==> src/rtl/core/rnc_pkg.sv <==
// shared types and constants for the normalized convolution block
// no dependencies
`default_nettype none
package rnc_pkg;
  localparam int MAX_WIDTH_DEF  = 2048;
  localparam int MAX_KERNEL_DEF = 5;
  localparam int SIDE_W = 12;
  localparam int KS_W   = 3;
  localparam int POS_W  = 11;
  localparam int PIX_W  = 24;
  localparam int COEF_W = 16;

  localparam logic [0:0] CFG_IMAGE_SIDE  = 1'b0;
  localparam logic [0:0] CFG_KERNEL_SIDE = 1'b1;
  localparam logic       MODE_COEF = 1'b0;
  localparam logic       MODE_PIX  = 1'b1;

  typedef struct packed {
    logic        mode;
    logic [4:0]  coef_index;
    logic [15:0] coef_value;
    logic [7:0]  red_in;
    logic [7:0]  green_in;
    logic [7:0]  blue_in;
  } in_item_t;

  typedef struct packed {
    logic [7:0]  red_out;
    logic [7:0]  green_out;
    logic [7:0]  blue_out;
    logic [10:0] out_row;
    logic [10:0] out_col;
    logic        frame_last;
    logic        zero_norm;
  } out_item_t;

  // job handed from window engine to divider
  typedef struct packed {
    logic [39:0] acc_r;
    logic [39:0] acc_g;
    logic [39:0] acc_b;
    logic [23:0] norm;
    logic [10:0] row;
    logic [10:0] col;
    logic        last;
  } div_job_t;
endpackage
`default_nettype wire

==> src/rtl/core/rnc_divider.sv <==
// restoring divider for three channel sums, one quotient bit per cycle, with output register
// depends on rnc_pkg
`default_nettype none
module rnc_divider
  import rnc_pkg::*;
(
  input  wire logic      clk,
  input  wire logic      rst_n,
  input  wire logic      job_valid,
  output logic           job_take,
  input  wire div_job_t  job,
  output logic           out_valid,
  input  wire logic      out_stall,
  output out_item_t      out_data
);
  localparam logic [1:0] ST_IDLE = 2'd0;
  localparam logic [1:0] ST_DIV  = 2'd1;
  localparam logic [1:0] ST_OUT  = 2'd2;

  logic [1:0]  state_r;
  logic [5:0]  cnt_r;
  logic [39:0] q_r [3];
  logic [24:0] rem_r [3];
  logic [23:0] d_r;
  logic [10:0] row_r, col_r;
  logic        last_r;

  assign job_take = state_r == ST_IDLE && job_valid;

  always_ff @(posedge clk) begin
    if (!rst_n) begin
      state_r <= ST_IDLE; out_valid <= 1'b0;
    end else begin
      unique case (state_r)
        ST_IDLE: if (job_valid) begin
          q_r[0] <= job.acc_r; q_r[1] <= job.acc_g; q_r[2] <= job.acc_b;
          for (int i = 0; i < 3; i++) rem_r[i] <= '0;
          d_r <= job.norm; row_r <= job.row; col_r <= job.col; last_r <= job.last;
          cnt_r <= 6'd40; state_r <= ST_DIV;
        end
        ST_DIV: begin
          for (int i = 0; i < 3; i++) begin
            logic [24:0] t;
            t = {rem_r[i][23:0], q_r[i][39]};
            if (t >= {1'b0, d_r}) begin
              rem_r[i] <= t - {1'b0, d_r}; q_r[i] <= {q_r[i][38:0], 1'b1};
            end else begin
              rem_r[i] <= t; q_r[i] <= {q_r[i][38:0], 1'b0};
            end
          end
          cnt_r <= cnt_r - 1'b1;
          if (cnt_r == 6'd1) state_r <= ST_OUT;
        end
        ST_OUT: if (!out_valid || !out_stall) begin
          out_valid <= 1'b1;
          out_data.red_out   <= (d_r == '0) ? 8'd0 : q_r[0][7:0];
          out_data.green_out <= (d_r == '0) ? 8'd0 : q_r[1][7:0];
          out_data.blue_out  <= (d_r == '0) ? 8'd0 : q_r[2][7:0];
          out_data.out_row <= row_r; out_data.out_col <= col_r;
          out_data.frame_last <= last_r; out_data.zero_norm <= d_r == '0;
          state_r <= ST_IDLE;
        end
        default: state_r <= ST_IDLE;
      endcase
      if (out_valid && !out_stall && !(state_r == ST_OUT)) out_valid <= 1'b0;
    end
  end
endmodule
`default_nettype wire

==> config.mk <==
export PLATFORM = sky130hd
export DESIGN_NAME = rnc_divider
export DESIGN_NICKNAME = d
export VERILOG_FILES = /design/src/rtl/core/rnc_pkg.sv /design/src/rtl/core/rnc_divider.sv
export SDC_FILE = /design/constraint.sdc
export NUM_CORES = 1
export LEC_CHECK = 0
export BUFFER_PORTS_ARGS = -buffer_cell sky130_fd_sc_hd__buf_2
export CAP_MARGIN = 20
export CORE_MARGIN = 10
export CORE_UTILIZATION = 45
export DETAILED_ROUTE_END_ITERATION = 12
export GPL_TIMING_DRIVEN = 0
export PLACE_DENSITY = 0.77
export SLEW_MARGIN = 40
export SYNTH_ARGS = -nofsm -noshare
export SYNTH_HDL_FRONTEND = slang
export SYNTH_SLANG_ARGS = --single-unit
==> constraint.sdc <==
create_clock -name clk -period 6.2 [get_ports clk]
set_input_delay 1.55 -clock clk [delete_from_list [all_inputs] [get_ports clk]]
set_output_delay 1.55 -clock clk [all_outputs]
set_load 0.02 [all_outputs]
==> results.md <==
Yosys:
- The Yosys step of the flow raised 0 warnings.
- The largest total area in the synthesized netlist belongs to edfxtp_1.
- The number of standard cells after synthesis is roughly 1400.
- The post-synthesis register bit count is 296.
- The synthesized area per cell is 11.2 um^2.
- The compound-cell area share of the yosys netlist is 0.124.
- The portion of the post-synthesis area used by sequential elements is 0.568.
- The number of flops mapped to enable cells by yosys is 292.
- The post-synthesis cell area is 15600 um^2.
- Ranked by total cell area, the synthesized netlist is headed by edfxtp_1 56%, nand2_1 7.1%, ha_1 5.9%.
- The synthesized-area fraction occupied by xor and xnor cells is 0.0343.
- Of the total synthesized cell area, the portion taken by AND, OR, NAND and NOR gates is 0.154.
- The share of flip-flops with an asynchronous set or reset after synthesis is 0.
- The netlist uses 70 different library cells.
- The largest family of logic cells by synthesized area is simple AND/OR/NAND/NOR gates.
- Of the post-synthesis cell area, the dominant cell type holds 0.562.
- Synthesis produced a netlist with a net count of 1645.
- The multiplexer share of the synthesized area is 0.0289.
- Of the total synthesized cell area, the portion taken by full adders, half adders and majority gates is 0.0632.
- The most instantiated flip-flop cell in the synthesis netlist is edfxtp_1.

Job:
- The number of maximum-capacitance violations is 0.

Critical path:
- The worst setup path is captured at an output port.
- The required time of the critical path is 4.65 ns.
- In this design, the largest share of critical-path delay is due to buffers and inverters.
- On the worst path, the slowest cell contributes a delay of between 0.2 and 0.25 ns.
- The count of buffer and inverter cells on the critical path is 2.
- The most numerous cell type found on the critical path is buf_2.
- The type of the worst setup path is input pin to output port.
- The element type at the critical path start is an input pin.
- The largest individual stage delay along the critical path comes from the cell nor3b_1.
- Traced cell by cell, the critical path runs through buf_2 -> nor3b_1 -> buf_2.
- The critical path data arrival time is 2.09 ns.
- The largest driver fanout on the critical path is 2.

Global routing:
- Entering global routing, the biggest net connects 43 pins.
- The number of global-route vias before repair is 11800.
- The first global-routing pass estimated 63.1 mm of wire.
- The aggregate global routing overflow is 0.
- The combined global-route utilization of all metal layers is 0.186.
- The initial antenna violation count came to 9.

Placed design:
- The count of input and output buffers is 220.
- The setup slack after placement is 2.21 ns.
- Routability-driven placement finished with a final weighted congestion of 0.950.
- Detailed placement finished with a half-perimeter wire length of ~31 mm.
- The count of placed standard cells including taps is 2080.

Power:
- The power density over the cells is roughly 270 nW/um^2.
- IR analysis of the VDD net gives a maximum drop of 0.000226 V.
- The leakage power total is roughly 7.6 nW.
- Summing internal, switching and leakage power gives 0.00500 W.

Timing:
- The worst path meets setup with between 2 and 3 ns of slack.
- The period utilization is 0.588.
- The final-report max-slew violation count is 0.
- The relative slew slack is 0.465.
- The transition time of the tightest slew-check pin is around 0.8 ns.
- Setup repair after global routing left no endpoint under its margin.
- On the final layout, the worst clock skew is between 0.015 and 0.02 ns.
- The final number of hold-violating endpoints is 0.
- The final number of setup-violating endpoints is 0.
- The fmax is 275 MHz.
- For the final routed database, the setup TNS stands at 0 ns.
- The shortest period the worst path allows is 3.64 ns.

Routing:
- The first-iteration detailed-routing DRC count is 797.
- The met3 wirelength from detailed routing is 3.12 mm.
- The antenna violation net count after detailed routing is 0.
- The routed wire length per instance is 19.0 um.
- The met1 layer wirelength in the final routing is 16.5 mm.
- The via count is 11800.
- Using the TritonRoute via totals, the vias-per-cell ratio works out to 5.48.
- Wire segments on met2 add up to 19.7 mm in the final route.
- The first TritonRoute pass finished after 5 iterations.
- Signal routing reaches up to met5.
- The number of remaining DRC errors is 0.
- After detailed routing, the total wire length is between 40 and 50 mm.

CTS:
- TritonCTS built the clock tree.
- The buffer count from post-CTS setup fixing is 0.
- The number of buffers created by CTS is 31.
- Once the clock tree was built, the resizer swapped 0 gates to a different size.
- In this run the number of H-tree levels came out at 1.
- The clock sink count is 296.
- CTS placed an instance of clkbuf_16 at the clock tree root.
- After clock tree synthesis, the clock-pin slew on the worst setup and hold paths is 0.06 ns.
- The clock passes through at most 3 buffers.
- The hold buffer count at cts is 0.
- The insertion delay to the later sink of the worst-skew pair is 0.59 ns.

Cells and area:
- Once layout is complete, the utilization of the core stands at 0.536.
- The count of cells in the finished layout, fillers not included, comes to between 2000 and 2500.
- Compared with the post-synthesis result, the final layout area differs by 18.1%.
- In the final layout, the share of cells above drive strength 1 is 0.190.
- At the end of the flow, the number of nets in the layout was roughly 1900.

Die:
- The total area inside the core boundary comes to 34400 um^2.
- The horizontal extent of the die is 206 um.
- Row generation in the floorplan step produced 68 rows.
- 221 I/O pins were placed.
- The area of the die is ~42000 um^2.
- The initial utilization of the core area, before any placement, comes to 0.454.
- The overall die height is 206 um.

Hold path:
- The type of the tightest min-delay check is flip-flop to flip-flop.

Run status:
- The run finished with clean final reports.
path summary, 6_finish.rpt:
kind                                    startpoint                    endpoint  slack (ns)  depth (start not counted)
worst max-delay path                     job_valid                    job_take        2.56                          3
worst min-delay path            row_r[2]$_DFFE_PP_      out_data[15]$_DFFE_PP_        0.42                          0
worst max register to register    d_r[1]$_DFFE_PP_  rem_r[0][16]$_SDFFCE_PP0P_        2.60                         12
worst min register to register  row_r[2]$_DFFE_PP_      out_data[15]$_DFFE_PP_        0.42                          0
sequential cells by signal, summed over array words and instances, names as in the netlist:
| name | count |
|---|---|
| last_r | 1 |
| state_r | 2 |
| out_data | 48 |
| cnt_r | 6 |
| row_r | 11 |
| out_valid | 1 |
| d_r | 24 |
| rem_r | 72 |
| q_r | 120 |
| col_r | 11 |
cell usage after synthesis, types with 7 or more instances:
cell type,count
a211oi_2,8
a21o_1,19
a21oi_1,74
a22o_1,40
and2_1,9
and3_1,13
clkbuf_1,39
edfxtp_1,292
ha_1,74
inv_1,50
mux2i_1,45
nand2_1,296
nand3_1,16
nand4_1,9
nor2_1,101
nor2b_1,40
nor3_1,17
nor4_1,8
o21a_1,13
o21ai_0,44
or2_2,7
or3_1,9
xnor2_1,40
xor2_1,21
area by class of cell:
type / instances / area, um^2
multi-input cells: 999 / 6320
clock inverters: 19 / 166
flip-flops and latches: 296 / 8850
clock buffers: 37 / 798
well taps: 455 / 569
fillers: 3030 / 16000
diodes: 9 / 22.5
inverters: 50 / 188
repair buffers: 228 / 1250
plain buffers: 52 / 258
metal layers:
layer / up-vias / GRT usage
met4: 8 / 0.0735
met2: 406 / 0.309
met5: - / 0
li1: 5626 / -
met3: 93 / 0.0428
met1: 5630 / 0.231
cells by family after synthesis:
kind of cell	after synthesis
mux	45
compound gates	272
flops	296
buf+inv	102
simple gates	544
fa+ha+maj	77
xor+xnor	61
metrics by stage:
step / hold slack, ns / cell area [um^2]
2_1_floorplan: 0.400 / 15600
3_3_place_gp: 0.400 / 17300
3_5_place_dp: 0.405 / 17400
4_1_cts: 0.419 / 18400
5_1_grt: 0.423 / 18400
6_report: 0.418 / 18400
worst register-to-register path, cell delays in order, from the launching register on:
cell	delay [ns]
edfxtp_1	0.51
inv_1	0.28
ha_1	0.31
nor2b_1	0.15
o31a_1	0.29
o41ai_2	0.36
a2111oi_2	0.15
o31ai_1	0.38
and2_1	0.25
buf_6	0.19
buf_8	0.18
mux2i_1	0.21
nor2_1	0.06
power breakdown:
group	total (W)	internal (W)	leakage, nW	switching [W]
combinational	0.000808	0.000335	4.33	0.000473
sequential	0.00240	0.00234	2.81	0.0000505
clock	0.00180	0.00100	0.478	0.000792
cells in the final DEF (no fill, tap or decap), types with 21 or more instances in the layout:
master and count:
buf_2 225, edfxtp_1 292, nand2_1 296, o21ai_0 44, nor2_1 101, xnor2_1 40
clkbuf_1 44, nor2b_1 40, clkbuf_16 31, xor2_1 21, inv_1 50, ha_1 74
mux2i_1 45, a21oi_1 73, a22o_1 40
Note: power is estimated with default switching activity, not from simulation.
